$ cat src/sv/crs_pkg.sv
// shared types and constants for the catmull-rom spline evaluator
// no dependencies; used by every module of the block

package crs_pkg;

  localparam int COORD_W = 24;
  localparam int AP_W    = 4;
  localparam int IDX_W   = 3;
  localparam int T_W     = 17;
  localparam int FRAC_W  = 16;
  localparam int ROW_W   = 3 * COORD_W;

  localparam int ONE_Q16    = 65536;
  localparam int MIN_POINTS = 4;
  localparam int SEG_SPAN   = 3;
  localparam int TAPS       = 4;

  // horner accumulator width, holds 23 * 2^39 with sign
  localparam int H_W = 46;

  localparam logic [AP_W-1:0] ACTIVE_POINTS_RST = 4'd6;

  typedef logic signed [COORD_W-1:0] coord_t;

  typedef enum logic [0:0] {
    OP_WRITE = 1'b0,
    OP_EVAL  = 1'b1
  } opcode_t;

  // store write request, row packed as {x, y, z}
  typedef struct packed {
    logic             en;
    logic [IDX_W-1:0] idx;
    logic [ROW_W-1:0] row;
  } store_wr_t;

endpackage

$ cat src/sv/crs_locate.sv
// segment locator: clamps point count and t, forms s = t*(n-3), seg and local u
// depends on crs_pkg

module crs_locate #(
  parameter int MAX_POINTS = 8
) (
  input  logic [crs_pkg::AP_W-1:0]                        active_points,
  input  logic [crs_pkg::T_W-1:0]                         param_t,
  output logic [crs_pkg::TAPS-1:0][$clog2(MAX_POINTS)-1:0] rd_addr,
  output logic [crs_pkg::T_W-1:0]                         local_u
);

  localparam int NW = $clog2(MAX_POINTS + 1);
  localparam int CW = (NW > crs_pkg::AP_W) ? NW : crs_pkg::AP_W;
  localparam int AW = $clog2(MAX_POINTS);
  localparam int SW = crs_pkg::T_W + CW;

  logic [CW-1:0]                 ap_ext;
  logic [CW-1:0]                 n;
  logic [CW-1:0]                 seg_max;
  logic [CW-1:0]                 seg;
  logic [crs_pkg::T_W-1:0]       t_sat;
  logic [SW-1:0]                 s;
  logic [SW-1:0]                 rem;
  logic [SW-crs_pkg::FRAC_W-1:0] seg_raw;

  always_comb begin
    ap_ext = CW'(active_points);
    if (ap_ext < CW'(crs_pkg::MIN_POINTS)) begin
      n = CW'(crs_pkg::MIN_POINTS);
    end else if (ap_ext > CW'(MAX_POINTS)) begin
      n = CW'(MAX_POINTS);
    end else begin
      n = ap_ext;
    end
    t_sat   = (param_t > crs_pkg::T_W'(crs_pkg::ONE_Q16)) ?
              crs_pkg::T_W'(crs_pkg::ONE_Q16) : param_t;
    s       = SW'(t_sat) * SW'(n - CW'(crs_pkg::SEG_SPAN));
    seg_raw = s[SW-1:crs_pkg::FRAC_W];
    seg_max = n - CW'(crs_pkg::MIN_POINTS);
    // t = 1.0 lands on the last segment with u = 1.0
    seg     = (seg_raw > (CW+1)'(seg_max)) ? seg_max : seg_raw[CW-1:0];
    rem     = s - (SW'(seg) << crs_pkg::FRAC_W);
    local_u = rem[crs_pkg::T_W-1:0];
  end

  for (genvar k = 0; k < crs_pkg::TAPS; k++) begin : g_addr
    assign rd_addr[k] = AW'(seg + CW'(k));
  end

endmodule

$ cat config.mk
export PLATFORM = sky130hd
export DESIGN_NAME = crs_locate
export DESIGN_NICKNAME = d
export VERILOG_FILES = /design/src/sv/crs_pkg.sv /design/src/sv/crs_locate.sv
export SDC_FILE = /design/constraint.sdc
export NUM_CORES = 1
export LEC_CHECK = 0
export ABC_AREA = 1
export ABC_CLOCK_PERIOD_IN_PS = 10740
export BUFFER_PORTS_ARGS = -buffer_cell sky130_fd_sc_hd__clkbuf_2
export CORE_MARGIN = 10
export CORE_UTILIZATION = 54
export DETAILED_ROUTE_END_ITERATION = 7
export PLACE_DENSITY_LB_ADDON = 0.12
export RECOVER_POWER = 25
export SETUP_SLACK_MARGIN = 0.4
export SYNTH_ARGS = -nofsm -noshare
export SYNTH_HDL_FRONTEND = slang
export SYNTH_SLANG_ARGS = --single-unit
$ cat constraint.sdc
create_clock -name vclk -period 10.74
set_input_delay 2.685 -clock vclk [all_inputs]
set_output_delay 2.685 -clock vclk [all_outputs]
set_load 0.01 [all_outputs]
==> results of run 1 <==
==> cell usage after synthesis, drive strengths merged, types with 3 or more instances <==
cell type / n
clkbuf: 5
nor2: 65
fa: 46
a21oi: 22
nor3: 3
nand4: 5
ha: 48
inv: 154
nand2: 114
xor2: 8
buf: 3
xnor2: 7
o21ai: 5
nand3: 15
==> placed cells by master, fill, tap and decap left out, types with 5 or more instances in the layout <==
master and count:
inv_4 5, nand2_4 12, nand2_1 78, nand2_2 24, nand3_1 9, xnor2_1 6
conb_1 17, nor2_1 43, a21oi_1 11, buf_6 15, xor2_1 7, inv_2 18
buf_4 47, fa_1 44, ha_1 34, inv_1 131, ha_4 14, buf_2 6
clkbuf_2 33, nor2_2 12, nor2_4 10, a21oi_2 7
==> cell type report <==
type,count,area [um^2]
fill,397,1180
timing repair buffer,106,802
inverter,154,591
multi-input combinational,362,3320
tap,75,93.8
==> power groups by stage <==
stage | combinational (mW) | clock, mW | sequential (mW)
after CTS | 0.775 | 0 | 0
after detailed placement | 0.718 | 0 | 0
after global placement | 0.707 | 0 | 0
final | 0.885 | 0 | 0
after floorplan | 0.488 | 0 | 0
after global routing | 0.965 | 0 | 0
==> per-layer routing <==
metal	global-route usage, %	wire length [um]	up-vias
met5	0	0	-
met4	3.09	227	0
met3	1.82	336	20
met2	36.3	5410	74
met1	21.1	3880	1616
li1	-	-	1695
==> tightest hold or removal path, cell delays in order <==
cell      delay, ns
clkbuf_2       0.11
nand2_2        0.09
nand2_4        0.08
buf_2          0.15
==> worst paths after layout <==
check,endpoint,slack (ns),cells past startpoint
worst min-delay path,rd_addr[2],5.79,4
worst max-delay path,rd_addr[5],0.009,34
==> cells by family (layout without fill, tap and decap cells) <==
group	after synthesis	after routing	synth area share, %
AO/OA/AOI/OAI	28	28	4.31
XOR/XNOR	15	15	4.13
adder cells (fa/ha/maj)	94	94	45.2
buffers and inverters	162	260	18.5
other	2	17	0.223
AND/OR/NAND/NOR	208	208	27.6
==> stage by stage <==
step	area (um^2)	total power [mW]	cells	setup WS, ns
3_5_place_dp	4220	0.718	676	-0.113
5_1_grt	4810	0.965	697	-0.307
6_report	4810	0.885	697	0.00907
2_1_floorplan	3680	0.488	524	0.405
4_1_cts	4490	0.775	687	0.176
3_3_place_gp	4220	0.707	676	-0.0101
==> what timing repair did <==
item,CTS,global route
gates resized for setup,55,84
setup buffers,11,10
pin swaps,54,62
setup endpoints to repair,13,13
==> metrics.txt, run 1 <==
status finished clean; crit path max fanout 6; Final setup viols 0; Final Hold Vio Count 0; Yosys top cell by area fa_1; CP endpoint kind primary output; Clock power frac 0%; Via density 4.89; Final #Nets 739; core area 5990 um^2; Post-Syn Area 3360 um^2; fraction of power spent switching nets 54.1%; min-delay src active_points[3]; initial DRC count 111; Syn Inst Count 509; drt drc 0; number of global-route vias before repair 3565; worst min path class primary input to primary output; maximum operating frequency 93.2 MHz; Antenna Nets Post-Route 0; VDD IR max 0.198 mV; CP arrival 8.05 ns; Seq cells 0; fin crit period 10.73 ns; DR vias 3405; initial antenna violation count 0; clkbuf count 0; Final Core Density 80.3%; top-area cell type share of the netlist area 27.4%; Worst path slowest cell fa_1; P_leak 2.71 nW; area grow syn2layout 43.0%; Hold WS 5.79 ns; layout cell share with drive strength beyond 1 37.0%; Seq/Total Area, Yosys 0%; top cells by area, synth fa_1 27%, ha_1 18%, inv_1 16%, nand2_1 11%, nor2_1 7.0%; I/O Buffers 50; Comb pwr share 100.0%; number of I/O pins 50; CP required 8.06 ns; Cell Int Power 0.406 mW; Final period util 99.9%; Avg WL per Cell 14.1 um; PD cells 184 nW/um^2; worst path bufs/invs 8; synth unique cells 30; TNS Setup 0 ns; GRT overflow 0; HPWL Detailed 7620 um; Critical Path Source param_t[0]; Synth warnings 0; total track usage 18.6%; row count 28; P_sw 0.479 mW; DR pass1 iterations 4; die area 9790 um^2; Die Y 98.9 um; sequential share of power 0%; Worst path top cell family by delay adder cells; DIE WIDTH 98.9 um; pins over their slew limit 0; RSZ-0062 raised after global routing yes; ANT cells 0; Total Wirelength 9850 um; first-pass GRT wire length 15600 um; Max Cap Viol 0; initial core utilization 56.2%; Hold Buf Count CTS 0; CP max stage delay 0.56 ns; crit start category primary input; CP Class primary input to primary output; cell repeated most along the worst path nand2_2; largest net degree at the start of global routing 16; Syn Area/Cell 6.61 um^2; FF/Latch Area 0 um^2; GP Congestion 0.917
(Power assumes the default switching activity.)
==> run 2, diff against run 1 <==
BUFFER_PORTS_ARGS = not set   (was -buffer_cell sky130_fd_sc_hd__clkbuf_2)
DONT_BUFFER_PORTS = 1   (was not set)
==> run 2 against run 1 <==
Against the previous run: die area unchanged; sequential share of layout area did not move; core utilization fell by 7.5 points; critical endpoint is now rd_addr[8].
==> metrics.txt, run 2 (synthesis results as in run 1) <==
crit start category primary input; initial core utilization 56.2% (unchanged); drt drc 0 (unchanged); largest net degree at the start of global routing 16 (unchanged); Critical Path Source param_t[7]; CP endpoint kind primary output; Worst Setup EP rd_addr[8]; GP Congestion 0.884 (-3.5%); most frequent cells in the layout 133 x inv_1, 79 x nand2_1, 44 x fa_1, 42 x nor2_1, 34 x ha_1; Final setup viols 0 (unchanged); ANT cells 0 (unchanged); clkbuf count 0 (unchanged); DR pass1 iterations 4 (unchanged); RSZ-0062 raised after global routing yes; Avg WL per Cell 14.1 um (-0.12%); Antenna Nets Post-Route 0 (unchanged); Final Hold Vio Count 0 (unchanged); P_leak 2.36 nW (-13%); I/O Buffers 0 (-100%); VDD IR max 0.175 mV (-11%); Hold Buf Count CTS 0 (unchanged); grt met2 use 34.2% (-2.2 points); DIE WIDTH 98.9 um (unchanged); most common cell after layout, fill and taps aside inv_1; initial antenna violation count 0 (unchanged); worst min path class primary input to primary output; maximum operating frequency 95.4 MHz (+2.4%); number of I/O pins 50 (unchanged); Worst path top cell family by delay adder cells; Total Wirelength 8880 um (-9.9%); total power 0.757 mW (-14%); initial DRC count 114 (+2.7%); GRT overflow 0 (unchanged); CP arrival 7.80 ns (-0.25 ns); gr busiest metal met2; CP max stage delay 0.56 ns (about the same); placed cell count 607 (-10%); GR Layer Usage met1 21.0% (-0.063 points); row count 28 (unchanged); die area 9790 um^2 (unchanged); DR vias 3110 (-8.7%); Hold WS 5.53 ns (-0.264 ns); Worst path slowest cell fa_1; area grow syn2layout 29.6%; Seq cells 0 (unchanged); status finished clean; CP required 8.06 ns (about the same); FF/Latch Area 0 um^2 (unchanged); core area 5990 um^2 (unchanged); CP Class primary input to primary output; number of global-route vias before repair 3258 (-8.6%); Final period util 97.6% (-2.3 points); met3 usage 1.26% (-0.56 points); total track usage 17.7% (-0.82 points); HPWL Detailed 7380 um (-3.2%); layout cell share with drive strength beyond 1 28.5% (-8.5 points); Max Cap Viol 0 (unchanged); Final #Nets 671 (-9.2%); pins over their slew limit 0 (unchanged); Die Y 98.9 um (unchanged); crit path max fanout 5 (-1); fin crit period 10.48 ns (-0.248 ns); first-pass GRT wire length 14800 um (-5.1%); fin cells 629 (-9.8%); Via density 4.94 (+1.2%); stages on the worst setup path 33 (-2.9%); worst path bufs/invs 6 (-2); PD cells 174 nW/um^2 (-5.6%)
run 2: cell types whose count changed in the layout (fill, tap and decap cells not counted), sizes merged:
cell,before,now
buf,73,36
clkbuf,33,2
inv,154,153
clkinv,0,1
run 2: through the flow:
step	util, %	setup WS, ns	cell area [um^2]	TNS [ns]
2_1_floorplan	-	0.405	3680	0
3_3_place_gp	63.9	0.0402	3830	0
3_5_place_dp	63.9	-0.0363	3830	-0.0543
4_1_cts	69.4	0.357	4160	0
5_1_grt	72.8	-0.0604	4360	-0.102
6_report	72.8	0.257	4360	0
run 2: cell type report:
cell class / instances / area, um^2
timing repair buffer: 38 / 337
multi-input combinational: 362 / 3330
fill: 488 / 1630
tap: 75 / 93.8
inverter: 154 / 596
run 2: worst min-delay path by stage:
stage | startpoint | endpoint | slack (ns) | depth (start not counted)
floorplan | active_points[3] | rd_addr[2] | 5.51 | 2
global placement | active_points[3] | rd_addr[2] | 5.53 | 2
detailed placement | active_points[3] | rd_addr[2] | 5.53 | 2
CTS | active_points[3] | rd_addr[2] | 5.54 | 2
global route | active_points[3] | rd_addr[2] | 5.53 | 2
finish | active_points[3] | rd_addr[2] | 5.53 | 2
run 2: per-layer routing:
layer  vias to the layer above  share of wire, %
li1                       1565                 -
met1                      1493                41
met2                        44                55
met3                         8               3.5
met5                         -                 0
met4                         0              0.96
run 2: timing repair:
action	CTS	global route
resized for setup	64	37
pin swaps	65	25
endpoints found under the setup margin	13	13
setup buffers	16	6
run 2: where the power goes:
part	internal, mW	total, mW	leakage, nW	switching, mW
registers	0	0	0	0
logic	0.307	0.757	2.36	0.450
clock network	0	0	0	0
