$ cat config.mk
export PLATFORM = sky130hd
export DESIGN_NAME = crs_store
export DESIGN_NICKNAME = d
export VERILOG_FILES = /design/src/sv/crs_pkg.sv /design/src/sv/crs_store.sv
export SDC_FILE = /design/constraint.sdc
export NUM_CORES = 1
export LEC_CHECK = 0
export BUFFER_PORTS_ARGS = -buffer_cell sky130_fd_sc_hd__clkbuf_2
export CORE_AREA = 4 4 278 280
export DETAILED_ROUTE_END_ITERATION = 8
export DIE_AREA = 0 0 282 284
export PLACE_DENSITY_LB_ADDON = 0.3
export SLEW_MARGIN = 30
export SYNTH_ARGS = -nofsm -noshare
export SYNTH_HDL_FRONTEND = slang
export SYNTH_SLANG_ARGS = --single-unit
$ cat constraint.sdc
create_clock -name clk -period 7.4 [get_ports clk]
set_input_delay 0.37 -clock clk [delete_from_list [all_inputs] [get_ports clk]]
set_output_delay 0.37 -clock clk [all_outputs]
set_load 0.01 [all_outputs]
$ cat src/sv/crs_pkg.sv
// shared types and constants for the catmull-rom spline evaluator
// no dependencies; used by every module of the block

package crs_pkg;

  localparam int COORD_W = 24;
  localparam int AP_W    = 4;
  localparam int IDX_W   = 3;
  localparam int T_W     = 17;
  localparam int FRAC_W  = 16;
  localparam int ROW_W   = 3 * COORD_W;

  localparam int ONE_Q16    = 65536;
  localparam int MIN_POINTS = 4;
  localparam int SEG_SPAN   = 3;
  localparam int TAPS       = 4;

  // horner accumulator width, holds 23 * 2^39 with sign
  localparam int H_W = 46;

  localparam logic [AP_W-1:0] ACTIVE_POINTS_RST = 4'd6;

  typedef logic signed [COORD_W-1:0] coord_t;

  typedef enum logic [0:0] {
    OP_WRITE = 1'b0,
    OP_EVAL  = 1'b1
  } opcode_t;

  // store write request, row packed as {x, y, z}
  typedef struct packed {
    logic             en;
    logic [IDX_W-1:0] idx;
    logic [ROW_W-1:0] row;
  } store_wr_t;

endpackage

$ cat src/sv/crs_store.sv
// control point store: one copy per tap so each copy sees one read address
// depends on crs_pkg

module crs_store #(
  parameter int MAX_POINTS = 8
) (
  input  logic                                            clk,
  input  logic                                            rd_en,
  input  logic [crs_pkg::TAPS-1:0][$clog2(MAX_POINTS)-1:0] rd_addr,
  input  crs_pkg::store_wr_t                              wr,
  output logic [crs_pkg::TAPS-1:0][crs_pkg::ROW_W-1:0]    rd_row_r
);

  localparam int AW = $clog2(MAX_POINTS);

  logic wr_hit;

  // slots beyond the store are dropped
  assign wr_hit = wr.en && (int'(wr.idx) < MAX_POINTS);

  for (genvar k = 0; k < crs_pkg::TAPS; k++) begin : g_copy
    logic [crs_pkg::ROW_W-1:0] mem [MAX_POINTS];

    always_ff @(posedge clk) begin
      if (wr_hit) begin
        mem[AW'(wr.idx)] <= wr.row;
      end
    end

    always_ff @(posedge clk) begin
      if (rd_en) begin
        rd_row_r[k] <= mem[rd_addr[k]];
      end
    end
  end

endmodule

==> summary.md, run 1 <==
| Metric | Value |
|---|---|
| Peak fanout along the critical path | `68` |
| Number of endpoints with negative hold slack in the final report | `0` |
| Average size of a mapped cell | `approximately 23 um^2` |
| Quantity of gates resized following cts | `0` |
| Result of the run | `complete, no violations` |
| Post-Route M1 WL | `38560 um` |
| H-tree levels | `3` |
| Global route overflow | `0` |
| Cell with the largest stage delay on the worst path | `sky130_fd_sc_hd__buf_4` |
| Worst Max-Slew Pin Slew | `about 1.0 ns` |
| Number of top-level design ports | `378` |
| Min Tclk post-route | `2.524 ns` |
| Via count of the first global-routing pass | `around 24k` |
| Gp weighted congestion | `about 0.78` |
| CP required | `7.77 ns` |
| Growth of design area from synthesis to finish | `13.00%` |
| DR top layer | `met5` |
| Clock tree skew after final layout | `0.01957 ns` |
| Sum of met3 wire segment lengths after detailed routing | `10240 um` |
| Port Buffers | `377` |
| Non-Filler Instances | `3325` |
| Final count of pins violating max slew | `0` |
| Overall via count from detail_route | `23.27k` |
| IR drop worst, VDD | `0.0001900 V` |
| Synth Warn # | `0` |
| Fmax | `396.2 MHz` |
| Area of the multi-input gates | `0.01734 mm^2` |
| Worst r2r dst | `rd_row_r[43]` |
| Worst hold stages | `1` |
| Slew HR | `30.85%` |
| Post-layout worst setup margin | `4.876 ns` |
| Stage delay of the slowest cell on the critical path | `0.82 ns` |
| Type of the worst setup path | `in2reg` |
| Routed vias/inst | `between 6 and 7` |
| Net count, final | `2365` |
| Drt initial violations | `2596` |
| Area taken by flip-flops and latches | `0.02594 mm^2` |
| Library cells used by synthesis | `15` |
| CTS tree | `built` |
| CP arrival | `2.89 ns` |
| Cell breakdown of the critical path | `buf_8 -> buf_4 -> mux4_1 -> mux2_4` |
| Number of buffers added by the clock tree synthesis step | `~90` |
| Final period util | `34.11%` |
| Clock sinks | `approximately 860` |
| Critical Path Source Type | `input pin` |
| Max-Cap Viols | `0` |
| Proportion of layout cells with a drive suffix above 1 | `59.48%` |
| Min-Delay Startpoint | `wr[35]` |
| Number of placed instances with taps included | `3123` |
| TNS Setup | `0 ns` |
| Die Footprint | `0.08009 mm^2` |
| FF+latch count, synth | `864` |
| Pwr dens | `235.1 mW/mm^2` |
| Worst hold slack | `0.03868 ns` |
| Number of rows created at floorplan | `100` |
| Starting Density | `between 50 and 60%` |
| Die Wd | `282 um` |
| Core box area | `0.07445 mm^2` |
| Worst min-delay path endpoint | `g_copy[2].mem[0][35]` |
| Deepest clock path buffer count | `3` |
| Register area share after synthesis | `58.44%` |
| Half-perimeter wire length after detailed placement | `63660 um` |
| Unrepaired setup endpoints after global routing | `no` |
| FF-to-FF Start | `g_copy[1].mem[4][43]` |
| ANT nets after route | `0` |
| Global-route wire length before repair | `160400 um` |
| Post-synth net total | `1991` |
| Cell area after technology mapping | `about 0.044 mm^2` |
| Setup violators final | `0` |
| Syn Inst Count | `1901` |
| Clock slew seen by the registers of the worst setup and hold paths | `0.06 ns` |
| Filler cell count | `roughly 4.6k` |
| Met2 Wirelength | `58010 um` |
| Final wirelength | `110000 um` |
| Final total power | `between 0.01 and 0.015 W` |
| First-pass detailed-route iteration total | `5` |
| Total GRT Usage | `roughly 28%` |
| Type of destination of the critical path | `flip-flop` |
| Root buffer selected by CTS | `sky130_fd_sc_hd__clkbuf_16` |
| Post-detailed-route wirelength per cell | `33.08 um` |
| Worst r2r path cells | `2` |
| Clock latency on the worst-skew pair | `roughly 0.62 ns` |
| Initial antenna violation count | `12` |
| Remaining DRCs | `0` |
| Worst hold path class | `in2reg` |
| Leakage power summed over all cells | `17.40 nW` |
| Setup WS pre-CTS | `4.209 ns` |
| Maximum number of pins on one net before global-route repair | `142` |
| Setup slack, reg-to-reg | `between 5 and 6 ns` |
| Die Span Y | `approximately 280 um` |
-- sequential cells by signal, summed over array words and instances (netlist names) --
signal and flops:
g_copy.mem 576, rd_row_r 288
-- worst max path at each step --
stage               start             endpoint  slack, ns  cells past startpoint
2_1_floorplan      wr[72]  g_copy[2].mem[0][0]       1.37                      2
3_3_place_gp   rd_addr[3]        rd_row_r[138]       4.24                      4
3_5_place_dp   rd_addr[3]        rd_row_r[138]       4.21                      4
4_1_cts        rd_addr[3]        rd_row_r[138]       4.88                      4
5_1_grt        rd_addr[3]        rd_row_r[138]       4.70                      4
6_report       rd_addr[3]        rd_row_r[138]       4.88                      4
-- placed cells by master (no fill, tap or decap) --
cell type and instances:
sky130_fd_sc_hd__nand2_1 2, sky130_fd_sc_hd__clkbuf_1 7, sky130_fd_sc_hd__clkinv_4 6, sky130_fd_sc_hd__nor3_2 2
sky130_fd_sc_hd__inv_6 3, sky130_fd_sc_hd__clkinvlp_4 10, sky130_fd_sc_hd__dlygate4sd3_1 28, sky130_fd_sc_hd__buf_6 8
sky130_fd_sc_hd__nor2_4 6, sky130_fd_sc_hd__buf_12 2, sky130_fd_sc_hd__edfxtp_1 864, sky130_fd_sc_hd__mux2_2 48
sky130_fd_sc_hd__buf_8 6, sky130_fd_sc_hd__clkinv_2 14, sky130_fd_sc_hd__clkbuf_2 364, sky130_fd_sc_hd__clkinv_1 19
sky130_fd_sc_hd__bufinv_16 13, sky130_fd_sc_hd__clkbuf_16 91, sky130_fd_sc_hd__mux2_4 240, sky130_fd_sc_hd__mux4_2 548
sky130_fd_sc_hd__buf_4 31, sky130_fd_sc_hd__mux4_1 28, sky130_fd_sc_hd__nand2b_1 3, sky130_fd_sc_hd__diode_2 9
sky130_fd_sc_hd__buf_16 4
-- critical path: cells and delay by family --
kind | cells | cell delay [ns]
buf+inv | 2 | 1.40
mux | 2 | 0.95
-- power breakdown --
group / internal [W] / leakage (nW) / switching [W]
Sequential: 0.00568 / 8.05 / 0.000157
Clock: 0.00270 / 1.44 / 0.00186
Combinational: 0.000743 / 7.92 / 0.000652
Total: 0.00913 / 17.4 / 0.00267
-- layout make-up --
cell class	instances	share of cell area, %
Antenna cell	9	0.04489
Clock inverter	65	1.367
Clock buffer	98	4.591
Timing Repair Buffer	443	5.312
Multi-Input combinational cell	877	34.55
Sequential cell	864	51.71
Tap cell	969	2.417
-- logic make-up (layout without fill, tap and decap cells) --
| group | count (synthesis) | in the layout | share of synthesized area, % |
|---|---|---|---|
| buffers and inverters | 160 | 606 | 2.638 |
| other | 0 | 9 | 0 |
| muxes | 864 | 864 | 38.79 |
| DFF | 864 | 864 | 58.44 |
| and+or+nand+nor | 13 | 13 | 0.1325 |
-- synth_stat cells, drive strengths merged --
| cell | instances | area, um^2 |
|---|---|---|
| buf | 119 | 1015 |
| nand2b | 3 | 18.77 |
| nor3 | 2 | 10.01 |
| clkbuf | 41 | 156.4 |
| mux4 | 576 | 13080 |
| nor2 | 6 | 22.52 |
| edfxtp | 864 | 25940 |
| mux2 | 288 | 4144 |
| nand2 | 2 | 7.510 |
-- per-layer routing --
metal | up-vias | track usage (%)
met1 | 12460 | 36.00
met4 | 6 | 8.446
met2 | 1294 | 47.46
met5 | - | 0
li1 | 9333 | -
met3 | 186 | 5.298
-- timing repair --
action / in CTS / in global routing
hold buffers: 28 / 0
endpoints found under the hold margin: 169 / 0
endpoints found under the setup margin: 0 / 0
buffers inserted: 0 / 0
-- metrics by stage --
stage	area (um^2)	util, %
after floorplan	44400	-
after global placement	46740	62.79
after detailed placement	46820	62.89
after CTS	50090	67.29
after global routing	50160	67.38
final	50170	67.39
(Power assumes the default switching activity.)
==> inputs of run 2 (changes only) <==
clock period = 2.65 ns   (was 7.4 ns; I/O delays follow)
==> run 2 against run 1 <==
Final area increased by 2.8%. Sequential power increased to 2.8 times the previous value. Critical path depth is 2 lower. Clock-buffer cell count did not move. Critical endpoint is now rd_row_r[0]. Global-route usage is 0.64 points higher.
==> summary.md, run 2 (synthesized netlist as in run 1, its figures left out) <==
| Metric | Value |
|---|---|
| Worst Max-Slew Pin Slew | `0.8446 ns` |
| Clock latency on the worst-skew pair | `approximately 0.63 ns` |
| Number of buffers added by the clock tree synthesis step | `87` |
| Remaining DRCs | `0` |
| Clock tree skew after final layout | `0.01607 ns` |
| Clock sinks | `864` |
| Die Footprint | `0.08009 mm^2` |
| Final period util | `58.75%` |
| Slew HR | `43.56%` |
| Critical Path Source Type | `flip-flop` |
| First-pass detailed-route iteration total | `5` |
| Proportion of layout cells with a drive suffix above 1 | `between 50 and 60%` |
| Port Buffers | `377` |
| Peak fanout along the critical path | `4` |
| Clock slew seen by the registers of the worst setup and hold paths | `0.06 ns` |
| Deepest clock path buffer count | `3` |
| Number of rows created at floorplan | `100` |
| Max-Cap Viols | `0` |
| Setup violators final | `0` |
| Number of top-level design ports | `approximately 380` |
| Registers with the highest flip-flop counts | `g_copy.mem x576, rd_row_r x288` |
| Critical path startpoint | `g_copy[2].mem[1][0]` |
| Pwr dens | `634.0 mW/mm^2` |
| Worst r2r dst | `rd_row_r[0]` |
| Starting Density | `59.64%` |
| Gp weighted congestion | `just over 0.8` |
| Maximum number of pins on one net before global-route repair | `73` |
| Via count of the first global-routing pass | `24.61k` |
| Global route overflow | `0` |
| Unrepaired setup endpoints after global routing | `no` |
| IR drop worst, VDD | `about 0.00057 V` |
| Routed vias/inst | `6.905` |
| Result of the run | `complete, no violations` |
| Finished Core Util | `between 60% and 70%` |
| Growth of design area from synthesis to finish | `16.20%` |
| CTS tree | `built` |
| Worst hold path class | `in2reg` |
| ANT nets after route | `0` |
| Area post-placement | `0.04800 mm^2` |
| Cell breakdown of the critical path | `mux4_1 -> mux2_2` |
| Number of placed instances with taps included | `3190` |
| Overall via count from detail_route | `23.65k` |
| Die Span Y | `284 um` |
| Non-Filler Instances | `approximately 3.4k` |
| Quantity of gates resized following cts | `0` |
| Half-perimeter wire length after detailed placement | `69200 um` |
| Post-detailed-route wirelength per cell | `~33 um` |
| Total GRT Usage | `28.19%` |
| Net count, final | `2473` |
| H-tree levels | `3` |
| Register name with the most flops | `g_copy.mem` |
| Instance count on the critical path | `2` |
| Most used cells in the layout excluding fill and tap cells | `sky130_fd_sc_hd__edfxtp_1, sky130_fd_sc_hd__mux4_2, sky130_fd_sc_hd__clkbuf_2` |
| Leakage power summed over all cells | `18.06 nW` |
| Global-route wire length before repair | `164300 um` |
| Number of endpoints with negative hold slack in the final report | `0` |
| CP required | `3.01 ns` |
| CP Buf/Inv Count | `0` |
| Core box area | `0.07445 mm^2` |
| Drt initial violations | `2691` |
| Commonest non-fill, non-tap cell in the layout | `sky130_fd_sc_hd__edfxtp_1` |
| Fmax | `~640 MHz` |
| CP arrival | `1.92 ns` |
| Final non-filler cell area | `roughly 0.052 mm^2` |
| Family with the most delay on the worst path | `multiplexers` |
| Setup slack, reg-to-reg | `1.09 ns` |
| Final count of pins violating max slew | `0` |
| Min-Delay Startpoint | `rd_addr[10]` |
| FF-to-FF Start | `g_copy[2].mem[1][0]` |
| Die Wd | `282 um` |
| Stage delay of the slowest cell on the critical path | `between 0.5 and 0.6 ns` |
| Type of the worst setup path | `reg2reg` |
| Initial antenna violation count | `7` |
| Root buffer selected by CTS | `sky130_fd_sc_hd__clkbuf_16` |
| Final total power | `0.03271 W` |
| Cell with the largest stage delay on the worst path | `sky130_fd_sc_hd__mux4_1` |
| Min Tclk post-route | `1.557 ns` |
| Max reg flops | `576` |
| Type of destination of the critical path | `flip-flop` |
| Worst r2r path cells | `2` |
| Capture point of the worst path | `rd_row_r[0]` |
| Final wirelength | `~110000 um` |
## run 2: per-layer routing
layer / routed length (um) / track usage (%) / vias up
met3: 11040 / 6.475 / 195
li1: - / - / 9568
met4: 3127 / 8.383 / 6
met2: 58050 / 47.47 / 1354
met5: 46 / 0 / -
met1: 39680 / 37.27 / 12530
## run 2: worst min-delay path by stage
stage,cells after the start,to
after floorplan,0,g_copy[1].mem[4][0]
final,2,rd_row_r[259]
after CTS,2,rd_row_r[259]
after global placement,1,g_copy[2].mem[2][68]
after detailed placement,1,g_copy[1].mem[4][36]
after global routing,2,rd_row_r[259]
## run 2: stage by stage
step	worst slack (ns)	hold slack (ns)	setup TNS, ns
2_1_floorplan	-1.171	0.2314	-322.42
3_3_place_gp	0.6280	0.3928	0
3_5_place_dp	0.5871	0.4113	0
4_1_cts	1.095	0.07360	0
5_1_grt	1.059	0.09781	0
6_report	1.093	0.1078	0
## run 2: power by group
group / internal (W) / total (W) / switching [W]
Sequential: 0.0159 / 0.0163 / 0.000442
Combinational: 0.00225 / 0.00415 / 0.00190
Clock: 0.00716 / 0.0123 / 0.00509
## run 2: timing repair
item,CTS,global route
hold buffers,73,0
buffers inserted,0,0
endpoints found under the hold margin,599,0
## run 2: final cells by class
type | instances | area [um^2]
antenna | 6 | 15.01
clock buffer | 98 | 2240
clock inverter | 58 | 600.6
fill | 4393 | 22860
multi-input combinational | 877 | 17350
sequential | 864 | 25940
tap | 969 | 1212
timing repair buffer | 553 | 4227
